`config.mk`:
```
export PLATFORM = sky130hd
export DESIGN_NAME = modbus_rtu_request_framer
export DESIGN_NICKNAME = d
export VERILOG_FILES = /design/src/rtl/core/modrtu_pkg.sv /design/src/rtl/core/modbus_rtu_request_framer.sv /design/src/rtl/core/modrtu_front.sv /design/src/rtl/core/modrtu_fifo.sv /design/src/rtl/core/modrtu_back.sv
export SDC_FILE = /design/constraint.sdc
export NUM_CORES = 1
export LEC_CHECK = 0
export ABC_CLOCK_PERIOD_IN_PS = 5290
export BUFFER_PORTS_ARGS = -buffer_cell sky130_fd_sc_hd__buf_2
export CORE_ASPECT_RATIO = 0.5
export CORE_UTILIZATION = 50
export CTS_CLUSTER_SIZE = 40
export DETAILED_ROUTE_END_ITERATION = 12
export PLACE_DENSITY = 0.77
export SYNTH_ARGS = -nofsm -noshare
export SYNTH_HDL_FRONTEND = slang
export SYNTH_HIERARCHICAL = 1
export SYNTH_SLANG_ARGS = --single-unit
```
`constraint.sdc`:
```
create_clock -name clk -period 5.29 [get_ports clk]
set_clock_uncertainty 0.1 [all_clocks]
set_input_delay 0.7935 -clock clk [delete_from_list [all_inputs] [get_ports clk]]
set_output_delay 0.7935 -clock clk [all_outputs]
set_load 0.01 [all_outputs]
```
`src/rtl/core/modrtu_pkg.sv`:
```
// Shared types, constants and the CRC-16 byte fold for the Modbus RTU request framer.
// Used by every module under rtl/core; depends on nothing.
package modrtu_pkg;

  localparam int MAX_FRAME   = 256;
  localparam int FLEN_W      = 9;
  localparam int REPLY_W     = 18;
  localparam int FIFO_DEPTH  = 2;
  localparam int FIFO_PTR_W  = $clog2(FIFO_DEPTH);
  localparam int FIFO_CNT_W  = $clog2(FIFO_DEPTH + 1);
  localparam int STEP_W      = 4;

  localparam logic [15:0]        CRC_POLY    = 16'hA001;
  localparam logic [15:0]        CRC_SEED    = 16'hFFFF;
  localparam logic [REPLY_W-1:0] REPLY_BASE  = REPLY_W'(5);
  localparam logic [REPLY_W-1:0] REPLY_FIXED = REPLY_W'(8);

  // Header bytes ahead of the CRC
  localparam logic [FLEN_W-1:0] HDR_LEN_SHORT = FLEN_W'(6);
  localparam logic [FLEN_W-1:0] HDR_LEN_MULTI = FLEN_W'(7);

  typedef enum logic [1:0] {
    OP_READ_MULTI   = 2'd0,
    OP_WRITE_SINGLE = 2'd1,
    OP_WRITE_MULTI  = 2'd2,
    OP_DATA         = 2'd3
  } op_t;

  typedef enum logic [1:0] {
    REG_DEVICE_ADDRESS    = 2'd0,
    REG_READ_MULTI_CODE   = 2'd1,
    REG_WRITE_SINGLE_CODE = 2'd2,
    REG_WRITE_MULTI_CODE  = 2'd3
  } reg_idx_t;

  // One queued job for the back end: a whole header or one data byte
  typedef struct packed {
    logic               is_data;
    op_t                op;
    logic [7:0]         dev_addr;
    logic [7:0]         func_code;
    logic [15:0]        reg_addr;
    logic [15:0]        word;
    logic [7:0]         byte_val;   // byte count for a header, payload for data
    logic               last;       // final data byte of a write-multi frame
    logic               ovf;        // CRC dropped, this byte ends the frame
    logic [REPLY_W-1:0] reply_len;
  } cmd_t;

  function automatic logic [15:0] crc_fold(input logic [15:0] c_in, input logic [7:0] b);
    logic [15:0] c;
    c = c_in ^ {8'h00, b};
    for (int k = 0; k < 8; k++) begin
      if (c[0]) begin
        c = (c >> 1) ^ CRC_POLY;
      end else begin
        c = c >> 1;
      end
    end
    return c;
  endfunction

endpackage

```
`src/rtl/core/modbus_rtu_request_framer.sv`:
```
// Top level of the Modbus RTU request framer: configuration registers, front end,
// job queue and back end. Depends on modrtu_pkg, modrtu_front, modrtu_fifo, modrtu_back.
//
// Channel   Direction  Handshake              Content
// in_       slave      tvalid/tready          tuser: operation; tdata: request fields
// out_      master     tvalid/tready, tlast   tdata: frame byte, reply length; tuser: overflow
// cfg_      write      cfg_we                 cfg_index selects the register, cfg_wdata the value
//
// The back end sends one frame byte per cycle unless out_tready stalls it: a read or write-single
// header gives 8 bytes, a write-multi header 7 (9 when its byte count is zero), a data byte 1 or 3.
// Input items pass through a two-entry queue: the front takes one more item while the
// back end works on the head job and holds in_tready low once both entries are taken.
// A stray data byte is taken and yields nothing.
// Reset is synchronous, active low, and needs no clearing pass.
// Either side may stall at any cycle; the result stage holds until taken.
module modbus_rtu_request_framer (
  input  logic        clk,
  input  logic        rst_n,
  input  logic        in_tvalid,
  output logic        in_tready,
  input  logic [47:0] in_tdata,   // reg_address[15:0], word_value[31:16],
                                  // byte_count[39:32], data_byte[47:40]
  input  logic [1:0]  in_tuser,   // operation[1:0]
  output logic        out_tvalid,
  input  logic        out_tready,
  output logic [31:0] out_tdata,  // out_byte[7:0], expected_reply_len[25:8], zero[31:26]
  output logic        out_tuser,  // overflow[0]
  output logic        out_tlast,  // frame_end
  input  logic        cfg_we,
  input  logic [1:0]  cfg_index,
  input  logic [7:0]  cfg_wdata
);
  import modrtu_pkg::*;

  logic [7:0] dev_addr_r;
  logic [7:0] code_rm_r;
  logic [7:0] code_ws_r;
  logic [7:0] code_wm_r;

  logic               push;
  cmd_t               push_cmd;
  logic               q_full;
  logic               head_valid;
  cmd_t               head_cmd;
  logic               pop;
  logic [7:0]         res_byte;
  logic [REPLY_W-1:0] res_reply;

  always_ff @(posedge clk) begin
    if (!rst_n) begin
      dev_addr_r <= 8'd1;
      code_rm_r  <= 8'd3;
      code_ws_r  <= 8'd6;
      code_wm_r  <= 8'd16;
    end else if (cfg_we) begin
      unique case (reg_idx_t'(cfg_index))
        REG_DEVICE_ADDRESS:    dev_addr_r <= cfg_wdata;
        REG_READ_MULTI_CODE:   code_rm_r  <= cfg_wdata;
        REG_WRITE_SINGLE_CODE: code_ws_r  <= cfg_wdata;
        REG_WRITE_MULTI_CODE:  code_wm_r  <= cfg_wdata;
        default:               dev_addr_r <= dev_addr_r;
      endcase
    end
  end

  modrtu_front u_front (
    .clk               (clk),
    .rst_n             (rst_n),
    .item_valid        (in_tvalid),
    .item_ready        (in_tready),
    .item_op           (in_tuser),
    .item_reg          (in_tdata[15:0]),
    .item_word         (in_tdata[31:16]),
    .item_cnt          (in_tdata[39:32]),
    .item_dat          (in_tdata[47:40]),
    .dev_addr          (dev_addr_r),
    .code_read_multi   (code_rm_r),
    .code_write_single (code_ws_r),
    .code_write_multi  (code_wm_r),
    .push              (push),
    .push_cmd          (push_cmd),
    .q_full            (q_full)
  );

  modrtu_fifo u_fifo (
    .clk        (clk),
    .rst_n      (rst_n),
    .push       (push),
    .push_cmd   (push_cmd),
    .full       (q_full),
    .head_valid (head_valid),
    .head_cmd   (head_cmd),
    .pop        (pop)
  );

  modrtu_back u_back (
    .clk        (clk),
    .rst_n      (rst_n),
    .head_valid (head_valid),
    .head_cmd   (head_cmd),
    .pop        (pop),
    .res_valid  (out_tvalid),
    .res_ready  (out_tready),
    .res_byte   (res_byte),
    .res_end    (out_tlast),
    .res_reply  (res_reply),
    .res_ovf    (out_tuser)
  );

  assign out_tdata = {6'd0, res_reply, res_byte};

endmodule

```
`src/rtl/core/modrtu_front.sv`:
```
// Front end of the Modbus RTU request framer: accepts input items, tracks the open
// frame and turns each item into a queued job. Depends on modrtu_pkg.
module modrtu_front (
  input  logic                  clk,
  input  logic                  rst_n,
  input  logic                  item_valid,
  output logic                  item_ready,
  input  logic [1:0]            item_op,
  input  logic [15:0]           item_reg,
  input  logic [15:0]           item_word,
  input  logic [7:0]            item_cnt,
  input  logic [7:0]            item_dat,
  input  logic [7:0]            dev_addr,
  input  logic [7:0]            code_read_multi,
  input  logic [7:0]            code_write_single,
  input  logic [7:0]            code_write_multi,
  output logic                  push,
  output modrtu_pkg::cmd_t      push_cmd,
  input  logic                  q_full
);
  import modrtu_pkg::*;

  logic [7:0]         rem_r, rem_nxt;
  logic [FLEN_W-1:0]  flen_r, flen_nxt;
  logic [REPLY_W-1:0] reply_r, reply_nxt;
  logic               take;
  op_t                op;
  logic               is_data;
  logic               last;
  logic               ovf;
  logic [7:0]         code;
  logic [REPLY_W-1:0] hdr_reply;

  assign item_ready = !q_full;
  assign take       = item_valid && item_ready;
  assign op         = op_t'(item_op);
  assign is_data    = (op == OP_DATA);
  assign last       = (rem_r == 8'd1);
  assign ovf        = last && (({1'b0, flen_r} + (FLEN_W + 1)'(3)) > (FLEN_W + 1)'(MAX_FRAME));
  assign hdr_reply  = (op == OP_READ_MULTI) ? (REPLY_BASE + {1'b0, item_word, 1'b0})
                                            : REPLY_FIXED;

  always_comb begin
    unique case (op)
      OP_READ_MULTI:   code = code_read_multi;
      OP_WRITE_SINGLE: code = code_write_single;
      OP_WRITE_MULTI:  code = code_write_multi;
      default:         code = code_write_multi;
    endcase
  end

  always_comb begin
    rem_nxt   = rem_r;
    flen_nxt  = flen_r;
    reply_nxt = reply_r;
    push      = 1'b0;
    if (take) begin
      if (is_data) begin
        // drop a stray data byte
        if (rem_r != 8'd0) begin
          push     = 1'b1;
          rem_nxt  = rem_r - 8'd1;
          flen_nxt = flen_r + FLEN_W'(1);
        end
      end else begin
        push      = 1'b1;
        reply_nxt = hdr_reply;
        if (op == OP_WRITE_MULTI) begin
          rem_nxt  = item_cnt;
          flen_nxt = HDR_LEN_MULTI;
        end else begin
          rem_nxt  = 8'd0;
          flen_nxt = HDR_LEN_SHORT;
        end
      end
    end
  end

  always_comb begin
    push_cmd.is_data   = is_data;
    push_cmd.op        = op;
    push_cmd.dev_addr  = dev_addr;
    push_cmd.func_code = code;
    push_cmd.reg_addr  = item_reg;
    push_cmd.word      = item_word;
    push_cmd.byte_val  = is_data ? item_dat : item_cnt;
    push_cmd.last      = is_data && last;
    push_cmd.ovf       = is_data && ovf;
    push_cmd.reply_len = is_data ? reply_r : hdr_reply;
  end

  always_ff @(posedge clk) begin
    if (!rst_n) begin
      rem_r   <= 8'd0;
      flen_r  <= '0;
      reply_r <= '0;
    end else begin
      rem_r   <= rem_nxt;
      flen_r  <= flen_nxt;
      reply_r <= reply_nxt;
    end
  end

endmodule

```
`src/rtl/core/modrtu_fifo.sv`:
```
// Short job queue between the front and back ends of the framer.
// Holds modrtu_pkg::cmd_t entries; depends on modrtu_pkg.
module modrtu_fifo (
  input  logic             clk,
  input  logic             rst_n,
  input  logic             push,
  input  modrtu_pkg::cmd_t push_cmd,
  output logic             full,
  output logic             head_valid,
  output modrtu_pkg::cmd_t head_cmd,
  input  logic             pop
);
  import modrtu_pkg::*;

  cmd_t                  mem_r [FIFO_DEPTH];
  logic [FIFO_PTR_W-1:0] wp_r, wp_nxt;
  logic [FIFO_PTR_W-1:0] rp_r, rp_nxt;
  logic [FIFO_CNT_W-1:0] cnt_r, cnt_nxt;
  logic                  do_push;
  logic                  do_pop;

  assign full       = (cnt_r == FIFO_CNT_W'(FIFO_DEPTH));
  assign head_valid = (cnt_r != '0);
  assign head_cmd   = mem_r[rp_r];
  assign do_push    = push && !full;
  assign do_pop     = pop && head_valid;

  function automatic logic [FIFO_PTR_W-1:0] ptr_inc(input logic [FIFO_PTR_W-1:0] p);
    return (p == FIFO_PTR_W'(FIFO_DEPTH - 1)) ? '0 : p + FIFO_PTR_W'(1);
  endfunction

  always_comb begin
    wp_nxt  = do_push ? ptr_inc(wp_r) : wp_r;
    rp_nxt  = do_pop  ? ptr_inc(rp_r) : rp_r;
    cnt_nxt = cnt_r;
    if (do_push && !do_pop) begin
      cnt_nxt = cnt_r + FIFO_CNT_W'(1);
    end else if (do_pop && !do_push) begin
      cnt_nxt = cnt_r - FIFO_CNT_W'(1);
    end
  end

  always_ff @(posedge clk) begin
    if (do_push) begin
      mem_r[wp_r] <= push_cmd;
    end
  end

  always_ff @(posedge clk) begin
    if (!rst_n) begin
      wp_r  <= '0;
      rp_r  <= '0;
      cnt_r <= '0;
    end else begin
      wp_r  <= wp_nxt;
      rp_r  <= rp_nxt;
      cnt_r <= cnt_nxt;
    end
  end

endmodule

```
`src/rtl/core/modrtu_back.sv`:
```
// Back end of the framer: serialises queued jobs into frame bytes, folds the CRC-16
// and drives the registered result stage. Depends on modrtu_pkg.
module modrtu_back (
  input  logic               clk,
  input  logic               rst_n,
  input  logic               head_valid,
  input  modrtu_pkg::cmd_t   head_cmd,
  output logic               pop,
  output logic               res_valid,
  input  logic               res_ready,
  output logic [7:0]         res_byte,
  output logic               res_end,
  output logic [modrtu_pkg::REPLY_W-1:0] res_reply,
  output logic               res_ovf
);
  import modrtu_pkg::*;

  logic               out_valid_r, out_valid_nxt;
  logic [7:0]         out_byte_r;
  logic               out_end_r;
  logic [REPLY_W-1:0] out_reply_r;
  logic               out_ovf_r;
  logic [STEP_W-1:0]  step_r, step_nxt;
  logic [15:0]        crc_r, crc_nxt;

  logic               emit;
  logic [STEP_W-1:0]  nb;
  logic               crc_follow;
  logic [STEP_W-1:0]  last_step;
  logic               in_frame;
  logic [7:0]         frame_b;
  logic [7:0]         emit_b;
  logic               emit_end;
  logic [15:0]        crc_base;

  assign emit = head_valid && (!out_valid_r || res_ready);

  always_comb begin
    if (head_cmd.is_data) begin
      nb         = STEP_W'(1);
      crc_follow = head_cmd.last && !head_cmd.ovf;
    end else if (head_cmd.op == OP_WRITE_MULTI) begin
      nb         = STEP_W'(HDR_LEN_MULTI);
      crc_follow = (head_cmd.byte_val == 8'd0);
    end else begin
      nb         = STEP_W'(HDR_LEN_SHORT);
      crc_follow = 1'b1;
    end
    last_step = crc_follow ? nb + STEP_W'(1) : nb - STEP_W'(1);
    in_frame  = (step_r < nb);
  end

  always_comb begin
    if (head_cmd.is_data) begin
      frame_b = head_cmd.byte_val;
    end else begin
      unique case (step_r)
        STEP_W'(0): frame_b = head_cmd.dev_addr;
        STEP_W'(1): frame_b = head_cmd.func_code;
        STEP_W'(2): frame_b = head_cmd.reg_addr[15:8];
        STEP_W'(3): frame_b = head_cmd.reg_addr[7:0];
        STEP_W'(4): frame_b = head_cmd.word[15:8];
        STEP_W'(5): frame_b = head_cmd.word[7:0];
        default:    frame_b = head_cmd.byte_val;
      endcase
    end
  end

  always_comb begin
    // restart the CRC on the first byte of every header
    crc_base = (!head_cmd.is_data && step_r == '0) ? CRC_SEED : crc_r;
    crc_nxt  = crc_r;
    step_nxt = step_r;
    if (in_frame) begin
      emit_b = frame_b;
    end else if (step_r == nb) begin
      emit_b = crc_r[7:0];
    end else begin
      emit_b = crc_r[15:8];
    end
    emit_end = (step_r == last_step) && (crc_follow || head_cmd.ovf);
    pop      = emit && (step_r == last_step);
    if (emit) begin
      if (in_frame) begin
        crc_nxt = crc_fold(crc_base, frame_b);
      end
      step_nxt = pop ? '0 : step_r + STEP_W'(1);
    end
    out_valid_nxt = emit || (out_valid_r && !res_ready);
  end

  always_ff @(posedge clk) begin
    if (emit) begin
      out_byte_r  <= emit_b;
      out_end_r   <= emit_end;
      out_reply_r <= head_cmd.reply_len;
      out_ovf_r   <= head_cmd.ovf;
    end
  end

  always_ff @(posedge clk) begin
    if (!rst_n) begin
      out_valid_r <= 1'b0;
      step_r      <= '0;
      crc_r       <= CRC_SEED;
    end else begin
      out_valid_r <= out_valid_nxt;
      step_r      <= step_nxt;
      crc_r       <= crc_nxt;
    end
  end

  assign res_valid = out_valid_r;
  assign res_byte  = out_byte_r;
  assign res_end   = out_end_r;
  assign res_reply = out_reply_r;
  assign res_ovf   = out_ovf_r;

`ifndef ASSERT_OFF
  a_step_range: assert property (@(posedge clk) disable iff (!rst_n)
    step_r <= STEP_W'(HDR_LEN_MULTI) + STEP_W'(1))
    else $error("byte step beyond the longest job");

  a_ovf_ends_frame: assert property (@(posedge clk) disable iff (!rst_n)
    (out_valid_r && out_ovf_r) |-> out_end_r)
    else $error("overflow flagged on a byte that does not end the frame");

  a_pop_resets_step: assert property (@(posedge clk) disable iff (!rst_n)
    pop |=> (step_r == '0))
    else $error("step counter not rewound after a job completed");

  a_crc_hold_on_trailer: assert property (@(posedge clk) disable iff (!rst_n)
    (emit && head_valid && !in_frame) |=> (crc_r == $past(crc_r)))
    else $error("CRC moved while its bytes were being sent");
`endif

endmodule
```
======== After elaboration in Yosys (flattened, before gate mapping) ========
Memories as Yosys holds them, arrays and structs flattened. A register that Yosys moved wholly into a read port is not among the register bits.
Index checks and enable logic that the tools add are counted.
storage, ports and cells
  bits in writable memories ............... 158
  flip-flop bits (word level) ............. 120
  memories kept ........................... 1
  bits of input ports ..................... 65
  ROM bits ................................ 0
  latch bits .............................. 0
  logic and storage cells ................. 148
operators by class
  divide/modulo/power cells ............... 0
  muxes and demuxes ....................... 54
  magnitude comparators ................... 2
  eq/ne operators ......................... 17
  multiply operators ...................... 0
  reductions and logical operators ........ 37
  bitwise gates (word level) .............. 9
  shift-type cells ........................ 0
  add/sub/neg operators ................... 11
memories
  name          depth  bits a word  rd ports  clocked after Yosys merged registers in  wr ports  line               source
  u_fifo.mem_r  2      79           1         1                                        1         modrtu_fifo.sv:15  cmd_t mem_r [FIFO_DEPTH];
operators with widths
  operator                                                                           count
  16-bit two-way mux                                                                 23
  8-bit two-way mux                                                                  7
  8-bit one-hot mux with 6 select lines                                              1
  18-bit two-way mux                                                                 2
  2-bit inverter with 3-bit output                                                   8
  3-bit by 17-bit adder with 18-bit output (first input constant)                    1
  9-bit two-way mux                                                                  2
  8-bit one-hot mux with 2 select lines                                              1
  16-bit by 8-bit bitwise XOR with 16-bit output                                     1
  1-bit logical AND                                                                  14
  1-bit two-way mux                                                                  13
  2-bit == test (second input constant)                                              6
  2-bit AND reduction                                                                6
  9-bit by 2-bit adder with 10-bit output (second input constant)                    1
  10-bit by 9-bit greater-than comparator with 1-bit output (second input constant)  1
  9-bit by 1-bit adder with 9-bit output (second input constant)                     1
  4-bit by 2-bit == test with 1-bit output (second input constant)                   2
  4-bit by 3-bit == test with 1-bit output (second input constant)                   2
  8-bit by 1-bit == test with 1-bit output (second input constant)                   1
  8-bit logical NOT                                                                  1
  4-bit two-way mux                                                                  2
  8-bit nonzero test                                                                 1
  8-bit by 1-bit subtractor with 8-bit output (second input constant)                1
  1-bit logical NOT                                                                  7
  other kinds (18)                                                                   25

======== Longest topological paths before layout ========
Gate-level depths: netlist (run 1).
  depth after elaboration ................. 34
  mapped depth ............................ 18

======== By module ========
The synthesis (run 1) kept the hierarchy.
modules (own cells, without submodules)
  module                     cells each  seq. area each (um2)  area each (um2)  instances
  modrtu_fifo                271         4,844.6               5,972.0          1
  modrtu_front               385         700.7                 2,870.3          1
  modrtu_back                286         1,261.2               2,861.5          1
  modbus_rtu_request_framer  130         640.6                 1,288.7          1

======== Worst setup path before layout (run 1) ========
Ideal clock, no wire load.
  path kind ............................... input-to-reg
  from .................................... input port in_tuser[1]
  to ...................................... memory u_fifo/mem_r[0][0] in the netlist's numbering, enable pin
  data required time ...................... 4.687 ns
  stages on the path ...................... 6
  library setup time ...................... 0.503 ns
  data arrival time ....................... 4.494 ns
  slack ................................... 0.193 ns
  cells stage by stage .................... buf_6 > nand4bb_1 > o31ai_4 > inv_2 > inv_1 > nor3_2
between the ends
  longest elaborated chain between the ends .. 6
ends and longest elaborated chain
  element                                  line                             source
  start, declared                          modbus_rtu_request_framer.sv:23  input logic [1:0] in_tuser,
  2-bit == test                            modrtu_front.sv:37               assign is_data = (op == OP_DATA);
  1-bit two-way mux                        modrtu_front.sv:58               if (is_data) begin
  1-bit two-way mux                        modrtu_front.sv:57               if (take) begin
  via push                                 modbus_rtu_request_framer.sv:40  logic push;
  1-bit logical AND                        modrtu_fifo.sv:25                assign do_push = push && !full;
  1-bit two-way mux                        modrtu_fifo.sv:44                if (do_push) begin
  1-bit two-way mux (not written as such)  modrtu_fifo.sv:45                mem_r[wp_r] <= push_cmd;
  end, declared                            modrtu_fifo.sv:15
The timed path passes the listed nets, and every way through them passes these cells.

======== Worst setup path in the final report (run 1) ========
  from .................................... register u_back.step_r[1]
  to ...................................... register u_back.crc_r[0]
between the ends
  longest elaborated chain between the ends .. 27
ends and longest elaborated chain
  element                                                                     line                                  source
  start, declared                                                             modrtu_back.sv:23                     logic [STEP_W-1:0] step_r, step_nxt;
  start signal, assigned                                                      modrtu_back.sv:108                    step_r <= step_nxt;
  4-bit by 3-bit == test with 1-bit output (tied with other cells)            modrtu_back.sv:57                     unique case (step_r)
  8-bit one-hot mux with 6 select lines or 1-bit logical AND (tied branches)  modrtu_back.sv:57, modrtu_back.sv:71
  8-bit two-way mux or 16-bit two-way mux (tied branches)                     modrtu_back.sv:54, modrtu_back.sv:71
  16-bit by 8-bit bitwise XOR with 16-bit output                              modrtu_pkg.sv:52                      c = c_in ^ {8'h00, b};
  16-bit two-way mux or 2-bit inverter with 3-bit output (tied branches)      n/a
  16-bit two-way mux, on equally long branches                                modrtu_back.sv:84, modrtu_pkg.sv:54
  16-bit two-way mux, on equally long branches                                modrtu_back.sv:83, modrtu_back.sv:84
  16-bit two-way mux (tied with other cells)                                  modrtu_pkg.sv:54                      if (c[0]) begin
  [11 not listed]                                                             n/a
  16-bit two-way mux (tied with other cells)                                  modrtu_pkg.sv:54
  16-bit two-way mux, on equally long branches                                modrtu_back.sv:84, modrtu_pkg.sv:54
  16-bit two-way mux, on equally long branches                                modrtu_back.sv:83, modrtu_back.sv:84
  2-bit inverter with 3-bit output (no source line) (tied with other cells)   n/a
  16-bit two-way mux, on equally long branches                                modrtu_pkg.sv:54, modrtu_back.sv:84
  16-bit two-way mux, on equally long branches                                modrtu_back.sv:84, modrtu_back.sv:83
  16-bit two-way mux or 2-bit inverter with 3-bit output (tied branches)      n/a
  16-bit two-way mux                                                          modrtu_pkg.sv:54
  end signal, assigned                                                        modrtu_back.sv:109                    crc_r <= crc_nxt;
  end, declared                                                               modrtu_back.sv:24                     logic [15:0] crc_r, crc_nxt;
Parallel ways exist; a longest one is shown, timed or not. The select of a mux whose other input is x is not followed.
A chain may end at the register's enable or synchronous reset.

==> flow_summary.toml, run 1 <==
[status]
outcome = "complete, no violations"

[placement]
port-buffer-count = 94
post-place-cells = 1423
dp_hpwl_mm = 18.9
final_estimated_routing_congestion_in_global_placement = 0.893

[clock_network]
cts_num_sinks = 279
tritoncts = "yes"
postCtsHoldBufs = 0
numCtsBuffers = 25
htreeDepth = 1
clock_tree.buffer_depth = 3
post-cts-setup-buffers = 0
post_cts_resize_count = 0
ctsRootBufferMaster = "sky130_fd_sc_hd__clkbuf_16"
clock_latency_ps = 530
clkTransAtPathRegs_ps = 60

[synth]
synth.distinct_cells = 90
netlist_area_mm2 = 0.0130
async_sr_flop_fraction_pct = 0
post_synth_xor_area_fraction_pct = 3.20
post_synth.cell_area_avg_um2 = 12.1
number_of_synthesized_flops_with_an_enable_pin = 186
largest_family_of_logic_cells_by_synthesized_area = "simple AND/OR/NAND/NOR gates"
synthFlopType = "sky130_fd_sc_hd__edfxtp_1"
seq_area_frac_synth_pct = 57.3
yosys-mux-area-fraction_pct = 10.9
post_synthesis_compound_gate_area_fraction_pct = 10.2
postSynthRegisterBits = 279
basic_gate_share_of_the_synthesized_area_counting_and_or_nand_and_nor_cells_pct = 11.1
postSynthCellCount = 1072
yosys.area_share.adder_pct = 1.44
ys.warnings.count = 6

[timing]
setup-tns-final_ps = 0
achievable-frequency_mhz = 237
final-hold-violation-count = 0
tightestPinTransition_ps = 1120
max_slew_violation_total_from_the_final_report = 0
grt_setup_unrepaired = "false"
min_period_over_period_pct = 79.6
setup_viol = 0
finalWorstPathRequiredPeriod_ps = 4210
slew-limit-headroom_pct = 25.6

[die]
io_count = 101
die_width_um = 230
initial_core_util_pct = 51.3
number_of_standard_cell_rows_in_the_floorplan = 41
design.die.area_mm2 = 0.0267
core_area_mm2 = 0.0253
die-height_um = 116

[finish]
area.growth.synth_to_final_pct = 9.24
final_cells = 1468
fill_count = 2055
ff_latch_area_mm2 = 0.00745
area_of_combinational_cells_with_multiple_inputs_mm2 = 0.00481
fraction_of_layout_instances_using_a_drive_strength_above_1_pct = 22.9
finalNetCount = 1186
antenna-diode-count = 0

[detailed_routing]
detail-route-antenna-nets = 0
via_count = 8314
post_drt_wl_per_cell_um = 18.8
drt-pass1-iter-count = 7
wirelength_mm = 27.6
detail_route.vias_per_cell = 5.66
initialDrtViolationCount = 943
drc = 0

[global_route]
antenna_violations_before_repair = 0
track_usage_pct = 20.8
first_global_vias = 7961
grt_first_pass_wirelength_mm = 43.1
grt_max_degree = 80
gr-total-overflow = 0

[worst_setup_path]
critPathArrivalTime_ps = 4490
crit_fanout = 18
worst_r2r_startpoint = "u_back/step_r[1]"
timing.critical_path.from_type = "flip-flop"
timing_worst_setup_path_type = "flip-flop to flip-flop"
critical_path.startpoint = "u_back/step_r[1]"
timing.critical_path.to_type = "flip-flop"
crit_required_ps = 5570

[worst_hold_path]
worstHoldPathType = "flip-flop to flip-flop"
min-delay-start = "code_rm_r[6]"

[power_and_ir_drop]
p_per_area_mw_per_mm2 = 526
maximum_vdd_ir_drop_mv = 0.339
leakagePower_nw = 5.24

[flow_run]
number_of_violations_of_the_max_capacitance_limit = 0
sequential cells by signal, indices dropped and copies added (netlist names), named ones only:
name / cells
code_rm_r: 8
code_wm_r: 8
code_ws_r: 8
dev_addr_r: 8
u_back/crc_r: 16
u_back/res_byte: 8
u_back/res_end: 1
u_back/res_ovf: 1
u_back/res_reply: 18
u_back/res_valid: 1
u_back/step_r: 4
u_fifo/cnt_r: 2
u_fifo/mem_r: 158
u_fifo/rp_r: 1
u_fifo/wp_r: 1
u_front/flen_r: 9
u_front/rem_r: 8
u_front/reply_r: 18
worst max-delay path, stage by stage (launching register included):
cell	delay, ps
sky130_fd_sc_hd__dfxtp_1	380
sky130_fd_sc_hd__inv_1	110
sky130_fd_sc_hd__ha_1	690
sky130_fd_sc_hd__nor2_1	150
sky130_fd_sc_hd__a211o_1	460
sky130_fd_sc_hd__or4_4	600
sky130_fd_sc_hd__o21ai_4	110
sky130_fd_sc_hd__xor2_4	220
sky130_fd_sc_hd__xor3_2	390
sky130_fd_sc_hd__xor3_2	420
sky130_fd_sc_hd__nor4b_1	350
sky130_fd_sc_hd__a311oi_2	80
final timing paths:
| check | end | depth (start not counted) | slack (ps) |
|---|---|---|---|
| setup / recovery | u_back/crc_r[0] | 11 | 1080 |
| hold / removal | code_rm_r[6] | 2 | 360 |
| setup reg to reg | u_back/crc_r[0] | 11 | 1080 |
| hold reg to reg | code_rm_r[6] | 2 | 360 |
cells in the mapped netlist (all sizes together), types with 5 or more instances:
cell type	count	area share, %
edfxtp	186	43
nand2	135	3.9
dfxtp	93	14
mux2	84	7.6
buf	79	4.5
o21ai	73	2.9
nor2	44	1.3
mux2i	43	3.3
a21oi	27	1.1
inv	24	0.69
clkbuf	21	0.61
xnor2	21	1.4
o211ai	17	0.98
nand3	16	0.65
xor2	16	1.2
ha	15	1.4
nor2b	15	0.72
a22oi	12	0.69
a21boi	11	0.66
nor3	11	0.46
a22o	10	0.67
nand4	9	0.43
and3	8	0.39
nor4	8	0.43
or3	7	0.35
and2	6	0.29
o31ai	6	0.45
a311oi	5	0.39
and4	5	0.34
nand2b	5	0.24
or4	5	0.37
report_power, final:
part / internal, mW / leakage (nW) / switching, mW
Sequential: 2.93 / 2.50 / 0.181
Clock: 1.14 / 0.419 / 0.779
Combinational: 1.01 / 2.32 / 1.43
routing by layer:
metal | GRT usage [%] | share of wire [%] | wire length, um
met5 | 0 | 0 | 0
met4 | 3.75 | 1.5 | 414
met3 | 4.06 | 6.8 | 1890
met2 | 34.0 | 46 | 12700
met1 | 29.2 | 46 | 12600
cells in the final DEF (no fill, tap or decap), types with 7 or more instances in the layout:
cell type,n
sky130_fd_sc_hd__edfxtp_1,186
sky130_fd_sc_hd__nand2_1,134
sky130_fd_sc_hd__buf_2,94
sky130_fd_sc_hd__dfxtp_1,92
sky130_fd_sc_hd__mux2_2,74
sky130_fd_sc_hd__o21ai_0,69
sky130_fd_sc_hd__nor2_1,44
sky130_fd_sc_hd__mux2i_1,43
sky130_fd_sc_hd__clkbuf_16,25
sky130_fd_sc_hd__a21oi_1,25
sky130_fd_sc_hd__inv_1,22
sky130_fd_sc_hd__xnor2_1,21
sky130_fd_sc_hd__o211ai_1,17
sky130_fd_sc_hd__nor2b_1,15
sky130_fd_sc_hd__nand3_1,15
sky130_fd_sc_hd__xor2_1,15
sky130_fd_sc_hd__ha_1,15
sky130_fd_sc_hd__a22oi_1,12
sky130_fd_sc_hd__nor3_1,10
sky130_fd_sc_hd__a22o_1,10
sky130_fd_sc_hd__mux2_4,10
sky130_fd_sc_hd__nand4_1,9
sky130_fd_sc_hd__buf_4,9
sky130_fd_sc_hd__a21boi_0,8
sky130_fd_sc_hd__and3_1,7
sky130_fd_sc_hd__nor4_1,7
through the flow:
step | worst slack [ps] | hold WS (ps) | area, um^2 | power [mW] | utilization [%]
after floorplan | 193 | 325 | 13000 | 4.95 | -
after global placement | 1270 | 332 | 13300 | 5.48 | 52.6
after detailed placement | 1100 | 342 | 13300 | 5.57 | 52.6
after CTS | 1110 | 339 | 14200 | 7.49 | 56.0
after global routing | 716 | 335 | 14200 | 7.85 | 56.0
final | 1080 | 355 | 14200 | 7.47 | 56.0
kinds of logic after synthesis:
| family | count (synthesis) |
|---|---|
| other cells | 1 |
| mux | 127 |
| buf+inv | 126 |
| flops | 279 |
| fa+ha+maj | 15 |
| simple gates | 292 |
| xor+xnor | 40 |
| compound gates | 192 |
layout make-up:
type                    count  area share, %
clock buffers              31           4.71
clock inverters            14           1.43
inverters                  25          0.661
multi-input cells         672           33.9
flip-flops and latches    279           52.5
well taps                 344           3.03
repair buffers            103           3.79
Note: power is estimated with default switching activity, not from simulation.
==> run 2: changes to the inputs <==
- ABC_AREA: default -> 1
- ABC_CLOCK_PERIOD_IN_PS: 5290 -> 3400
- clock period: 5.29 -> 3.4 ns (I/O delays scaled with it)
==> run 2 against run 1 <==
  * The run now ends with negative setup slack left
  * Global-route usage rose by 2.0 points
  * Wire length rose by 18%
  * Synthesized area rose by 4.0%
  * Flip-flop and latch count did not move
  * Die area rose by 4.0%
  * Cell area rose by 7.3%
  * Register-to-register slack got worse by 1200 ps
  * Power rose by 68%
  * Synthesized cell count rose by 29%
  * Sequential share of layout area fell by 3.6 points
  * Critical path type unchanged
==> flow_summary.toml, run 2 <==
[power_and_ir_drop]
power_frac_clock_pct = 24.4
comb_power_share_pct = 38.1
switchingPower_mw = 4.69
leakagePower_nw = 6.29
switching_share_pct = 37.3
internal_power_mw = 7.89
maximum_vdd_ir_drop_mv = 0.485
p_per_area_mw_per_mm2 = 826
seqPwrFrac_pct = 37.5

[clock_network]
clock_latency_ps = 550
cts_num_sinks = 279
htreeDepth = 1
numCtsBuffers = 26
tritoncts = "yes"
clock_tree.buffer_depth = 3
ctsRootBufferMaster = "sky130_fd_sc_hd__clkbuf_16"
clkTransAtPathRegs_ps = 60
postCtsHoldBufs = 0

[placement]
dp_hpwl_mm = 21.8
port-buffer-count = 94
post-place-cells = 1765
post_dp_cell_area_mm2 = 0.0140
final_estimated_routing_congestion_in_global_placement = 0.920

[synth]
post_synth.cell_area_avg_um2 = 9.77
synth_largest_type_area_fraction_pct = 41.3
seq_area_frac_synth_pct = 55.1
number_of_synthesized_flops_with_an_enable_pin = 186
ys.warnings.count = 6
ranking_of_synthesized_cells_by_instance_count = "292 x sky130_fd_sc_hd__nand2_1, 186 x sky130_fd_sc_hd__edfxtp_1, 145 x sky130_fd_sc_hd__inv_1, 140 x sky130_fd_sc_hd__nor2_1, 93 x sky130_fd_sc_hd__dfxtp_1"
post-synth-top-count-cell = "sky130_fd_sc_hd__nand2_1"
async_sr_flop_fraction_pct = 0
postSynthRegisterBits = 279
netlist_area_mm2 = 0.0135
synth_top_area_cell = "sky130_fd_sc_hd__edfxtp_1"
synthFlopType = "sky130_fd_sc_hd__edfxtp_1"
synth.distinct_cells = 52
synth_area_leaders = "sky130_fd_sc_hd__edfxtp_1 41%, sky130_fd_sc_hd__dfxtp_1 14%, sky130_fd_sc_hd__nand2_1 8.1%"
postSynthCellCount = 1384

[finish]
finalNetCount = 1541
final_cells = 1832
final_common_cell = "sky130_fd_sc_hd__nand2_1"
antenna-diode-count = 0
area.growth.synth_to_final_pct = 12.7
post-route-cell-area_mm2 = 0.0152
most_frequent_cells_in_the_layout = "289 x sky130_fd_sc_hd__nand2_1, 186 x sky130_fd_sc_hd__edfxtp_1, 138 x sky130_fd_sc_hd__inv_1, 134 x sky130_fd_sc_hd__nor2_1, 94 x sky130_fd_sc_hd__buf_2"
registers.top_by_ff_count = "u_fifo/mem_r"
number_of_flip_flops_under_the_largest_register_name = 158
fill_count = 2147
fraction_of_layout_instances_using_a_drive_strength_above_1_pct = 23.0
utilization_pct = 57.5

[timing]
min_period_over_period_pct = 103
tightestPinTransition_ps = 1020
final-hold-violation-count = 0
grt_setup_unrepaired = "true"
finalWorstPathRequiredPeriod_ps = 3500
setup_viol = 5
slew-limit-headroom_pct = 31.4
max_slew_violation_total_from_the_final_report = 0
achievable-frequency_mhz = 286
setup-tns-final_ps = -325
final_worst_slack_ps = -102

[global_route]
gr-total-overflow = 0
antenna_violations_before_repair = 1
first_global_vias = 9455
track_usage_pct = 22.8
grt_first_pass_wirelength_mm = 49.4
grt_max_degree = 52

[status]
failed_checks = "negative setup slack"
outcome = "finished, violations left"

[die]
die-height_um = 118
io_count = 101
die_width_um = 235
core_area_mm2 = 0.0265
initial_core_util_pct = 51.0
number_of_standard_cell_rows_in_the_floorplan = 42
design.die.area_mm2 = 0.0277

[worst_setup_path]
timing_worst_setup_path_type = "flip-flop to flip-flop"
timing.critical_path.to_type = "flip-flop"
timing.rr.end = "u_fifo/cnt_r[1]"
worst-r2r-setup-slack_ps = -100
timing.critical_path.from_type = "flip-flop"
timing.reg2reg.worst_path_depth = 20
crit_required_ps = 3780
critPathArrivalTime_ps = 3880
crit_fanout = 3

[flow_run]
number_of_violations_of_the_max_capacitance_limit = 0

[worst_hold_path]
worstHoldPathType = "input port to flip-flop"
worstHoldEndpoint = "u_fifo/mem_r[0][51]"
min-delay-start = "in_tdata[7]"
whs_path_depth = 1

[detailed_routing]
drc = 0
detail_route.vias_per_cell = 5.48
post_drt_wl_per_cell_um = 17.8
wirelength_mm = 32.6
drt-pass1-iter-count = 8
via_count = 10000
detail-route-antenna-nets = 0
initialDrtViolationCount = 1032
-- run 2: power groups by stage --
stage	sequential, mW	combinational [mW]	clock [mW]
after global routing	4.77	5.19	3.25
after global placement	4.75	4.32	0
final	4.72	4.79	3.06
after floorplan	4.81	3.24	0
after CTS	4.72	4.59	3.11
after detailed placement	4.79	4.46	0
-- run 2: kinds of logic (layout without fill, tap and decap cells) --
family,after synthesis,in the layout,synth area share [%]
simple gates,603,603,20.4
xor+xnor,12,12,0.833
flops,279,279,55.1
buf+inv,241,332,8.78
mux,79,79,6.86
compound gates,154,154,6.64
fa+ha+maj,15,15,1.39
other cells,1,6,0.0277
-- run 2: layer usage --
metal / part of all wire [%] / global-route usage (%)
met3: 7.6 / 5.19
met5: 0.040 / 0
met4: 1.8 / 5.32
met2: 47 / 36.4
met1: 43 / 31.5
-- run 2: cell type report --
cell class                 count  area, um^2  share of cell area, %
clock buffer                  33         708                   4.65
clock inverter                14         188                   1.23
inverter                     151         572                   3.75
multi-input combinational    869        5040                   33.1
sequential                   279        7450                   48.9
tap                          352         440                   2.89
timing repair buffer         134         840                   5.51
-- run 2: stage by stage --
stage	hold slack, ps	setup WS [ps]	power [mW]
finish	49.9	-102	12.6
detailed placement	341	-116	9.25
global placement	336	37.2	9.07
CTS	37.2	27.1	12.4
floorplan	327	-540	8.05
global route	41.1	-234	13.2
-- run 2: what timing repair did --
action	in CTS	in global routing
pin swaps	2	12
endpoints found under the hold margin	0	0
resized for setup	6	30
cloned	1	0
endpoints found under the setup margin	2	11
buffers inserted	14	5
-- run 2: critical path: stages (launching register included) --
cell,delay [ps]
sky130_fd_sc_hd__dfxtp_4,360
sky130_fd_sc_hd__buf_4,130
sky130_fd_sc_hd__mux2_4,300
sky130_fd_sc_hd__inv_2,80
sky130_fd_sc_hd__nand4_1,200
sky130_fd_sc_hd__o21bai_4,230
sky130_fd_sc_hd__nor2_4,70
sky130_fd_sc_hd__a31oi_4,210
sky130_fd_sc_hd__ha_4,240
sky130_fd_sc_hd__xor2_1,140
sky130_fd_sc_hd__nor2_1,120
sky130_fd_sc_hd__a21boi_2,160
sky130_fd_sc_hd__o211ai_1,130
sky130_fd_sc_hd__nor2_1,170
sky130_fd_sc_hd__o21a_1,180
sky130_fd_sc_hd__inv_2,60
sky130_fd_sc_hd__ha_4,270
sky130_fd_sc_hd__inv_2,40
sky130_fd_sc_hd__nand4_1,60
sky130_fd_sc_hd__nand2_1,60
sky130_fd_sc_hd__nor2_1,120
-- run 2: worst max-delay path by stage --
stage | to | start
floorplan | u_fifo/mem_r[0][0] | u_front/rem_r[0]
global placement | u_fifo/cnt_r[1] | flip-flop
detailed placement | u_fifo/cnt_r[1] | flip-flop
CTS | u_back/res_end | flip-flop
global route | u_fifo/cnt_r[1] | flip-flop
finish | u_fifo/cnt_r[1] | flip-flop
==> run 3: changes to the inputs <==
- PLACE_DENSITY: 0.77 -> 0.71
==> run 3 against run 2 <==
  * The run now ends clean
  * Non-clock buffer count increased by 7
  * Cell count increased by 0.44%
  * Combinational power about the same
  * Count of clock-buffer cells in the layout decreased by 2
  * Critical path depth unchanged
  * Critical endpoint unchanged
  * Largest cell class unchanged
==> flow_summary.toml, run 3 (synthesized netlist as in run 2, its figures left out) <==
[finish]
final_common_cell = "sky130_fd_sc_hd__nand2_1"
area_of_combinational_cells_with_multiple_inputs_mm2 = 0.00501
area.growth.synth_to_final_pct = 13.0
fill_count = 2203
ff_latch_area_mm2 = 0.00745
fraction_of_layout_instances_using_a_drive_strength_above_1_pct = 23.1
final_cells = 1840
registers.top_by_ff_count = "u_fifo/mem_r"
finalNetCount = 1548
most_frequent_cells_in_the_layout = "291 x sky130_fd_sc_hd__nand2_1, 186 x sky130_fd_sc_hd__edfxtp_1, 138 x sky130_fd_sc_hd__inv_1, 132 x sky130_fd_sc_hd__nor2_1, 94 x sky130_fd_sc_hd__buf_2"
antenna-diode-count = 0
number_of_flip_flops_under_the_largest_register_name = 158

[clock_network]
tritoncts = "yes"
cts_num_sinks = 279
ctsRootBufferMaster = "sky130_fd_sc_hd__clkbuf_16"
clkTransAtPathRegs_ps = 70
postCtsHoldBufs = 0
htreeDepth = 1
numCtsBuffers = 26
clock_tree.buffer_depth = 3
clock_latency_ps = 540

[global_route]
track_usage_pct = 22.4
first_global_vias = 9234
gr-total-overflow = 0
grt_max_degree = 52
grt_first_pass_wirelength_mm = 48.7
antenna_violations_before_repair = 0

[worst_setup_path]
timing.reg2reg.worst_path_depth = 20
timing.rr.end = "u_fifo/cnt_r[1]"
critical_path.max_stage_delay_ps = 370
timing.critical_path.to_type = "flip-flop"
worst-r2r-setup-slack_ps = 50
slowest_stage = "sky130_fd_sc_hd__dfxtp_4"
timing.critical_path.from_type = "flip-flop"
crit_fanout = 6
wp_depth = 20
crit_required_ps = 3780
critical-path-top-delay-family = "simple AND/OR/NAND/NOR gates"
timing_worst_setup_path_type = "flip-flop to flip-flop"
critical_path.n_buffers_inverters = 4
most_frequent_cell_on_critical_path = "sky130_fd_sc_hd__inv_2"
worstPathCellList = "buf_6 -> mux2_2 -> inv_2 -> nand2_2 -> o21bai_2 -> nor2_2 -> a31oi_2 -> ha_1 -> xor2_1 -> nor2_1 -> a21boi_2 -> o211ai_1 -> nor2_1 -> o21a_1 -> inv_2 -> ha_4 -> inv_2 -> nand4_1 -> nand2_1 -> nor2_2"
critPathArrivalTime_ps = 3720

[timing]
final_worst_slack_ps = 54.3
achievable-frequency_mhz = 299
setup_viol = 0
finalWorstPathRequiredPeriod_ps = 3350
hold_slack_ps = 59.3
max_slew_violation_total_from_the_final_report = 0
tightestPinTransition_ps = 950
setup-tns-final_ps = 0
final-hold-violation-count = 0
min_period_over_period_pct = 98.4
grt_setup_unrepaired = "true"
slew-limit-headroom_pct = 36.0

[worst_hold_path]
min-delay-start = "in_tdata[0]"
worstHoldPathType = "input port to flip-flop"
worstHoldEndpoint = "u_fifo/mem_r[1][44]"
whs_path_depth = 1

[placement]
dp_hpwl_mm = 21.6
post-place-cells = 1774
port-buffer-count = 94
final_estimated_routing_congestion_in_global_placement = 0.897
dp_slack_ps = -89.0

[power_and_ir_drop]
internal_power_mw = 7.98
maximum_vdd_ir_drop_mv = 0.499
seqPwrFrac_pct = 37.4
switching_share_pct = 36.6
total_power_mw = 12.6
leakagePower_nw = 6.32
comb_power_share_pct = 38.1
power_frac_clock_pct = 24.5
p_per_area_mw_per_mm2 = 824
switchingPower_mw = 4.61

[flow_run]
number_of_violations_of_the_max_capacitance_limit = 0

[detailed_routing]
detail-route-antenna-nets = 0
via_count = 9881
initialDrtViolationCount = 967
wirelength_mm = 31.4
drc = 0
detail_route.vias_per_cell = 5.37
post_drt_wl_per_cell_um = 17.1
drt-pass1-iter-count = 5

[die]
io_count = 101
initial_core_util_pct = 51.0
number_of_standard_cell_rows_in_the_floorplan = 42
die_width_um = 235
die-height_um = 118
design.die.area_mm2 = 0.0277
core_area_mm2 = 0.0265

[status]
outcome = "complete, no violations"
[run 3: cell count changes in the layout (fill, tap and decap cells not counted), sizes merged]
cell and delta:
buf +6, clkinv -3, bufinv +1, bufbuf -1, clkinvlp +5
[run 3: cell type report]
class,count,share of cell area (%)
clock inverter,17,1.43
timing repair buffer,141,5.88
multi-input combinational,869,32.8
sequential,279,48.8
clock buffer,31,4.52
tap,352,2.88
inverter,151,3.74
[run 3: worst max path at each step]
stage | startpoint | end | slack, ps
6_report | flip-flop | u_fifo/cnt_r[1] | 50
5_1_grt | flip-flop | u_fifo/cnt_r[1] | -90
4_1_cts | flip-flop | u_fifo/cnt_r[1] | 60
3_5_place_dp | flip-flop | u_fifo/cnt_r[1] | -90
3_3_place_gp | flip-flop | u_fifo/cnt_r[1] | 50
2_1_floorplan | u_front/rem_r[0] | u_fifo/mem_r[0][0] | -540
[run 3: power groups by stage]
stage	Combinational (mW)	Clock (mW)	Sequential (mW)
6_report	4.80	3.08	4.70
2_1_floorplan	3.24	0	4.81
3_3_place_gp	4.48	0	4.74
4_1_cts	4.66	3.14	4.71
5_1_grt	5.24	3.28	4.77
3_5_place_dp	4.59	0	4.78
[run 3: stage by stage]
step	cell area [um^2]	utilization, %
3_3_place_gp	14100	53.2
4_1_cts	15100	57.0
2_1_floorplan	13600	-
3_5_place_dp	14100	53.2
6_report	15300	57.7
5_1_grt	15300	57.7
[run 3: worst register-to-register path, stage by stage, from the launching register on]
cell	delay, ps
sky130_fd_sc_hd__dfxtp_4	370
sky130_fd_sc_hd__buf_6	130
sky130_fd_sc_hd__mux2_2	340
sky130_fd_sc_hd__inv_2	50
sky130_fd_sc_hd__nand2_2	60
sky130_fd_sc_hd__o21bai_2	200
sky130_fd_sc_hd__nor2_2	150
sky130_fd_sc_hd__a31oi_2	60
sky130_fd_sc_hd__ha_1	310
sky130_fd_sc_hd__xor2_1	140
sky130_fd_sc_hd__nor2_1	110
sky130_fd_sc_hd__a21boi_2	160
sky130_fd_sc_hd__o211ai_1	110
sky130_fd_sc_hd__nor2_1	160
sky130_fd_sc_hd__o21a_1	180
sky130_fd_sc_hd__inv_2	50
sky130_fd_sc_hd__ha_4	270
sky130_fd_sc_hd__inv_2	40
sky130_fd_sc_hd__nand4_1	70
sky130_fd_sc_hd__nand2_1	80
sky130_fd_sc_hd__nor2_2	140
[run 3: routing by layer]
layer / global-route usage (%) / part of all wire (%) / wire length [um] / vias up
met1: 32.5 / 46 / 14400 / 4750
met4: 4.07 / 1.3 / 406 / 0
met2: 35.5 / 46 / 14500 / 328
met3: 3.93 / 6.5 / 2030 / 34
met5: 0 / 0 / 0 / -
li1: - / - / - / 4769
[run 3: repair_timing]
action | CTS | global route
buffers inserted | 9 | 7
resized for setup | 4 | 30
pin swaps | 5 | 12
gates cloned | 0 | 2
endpoints found under the setup margin | 2 | 8
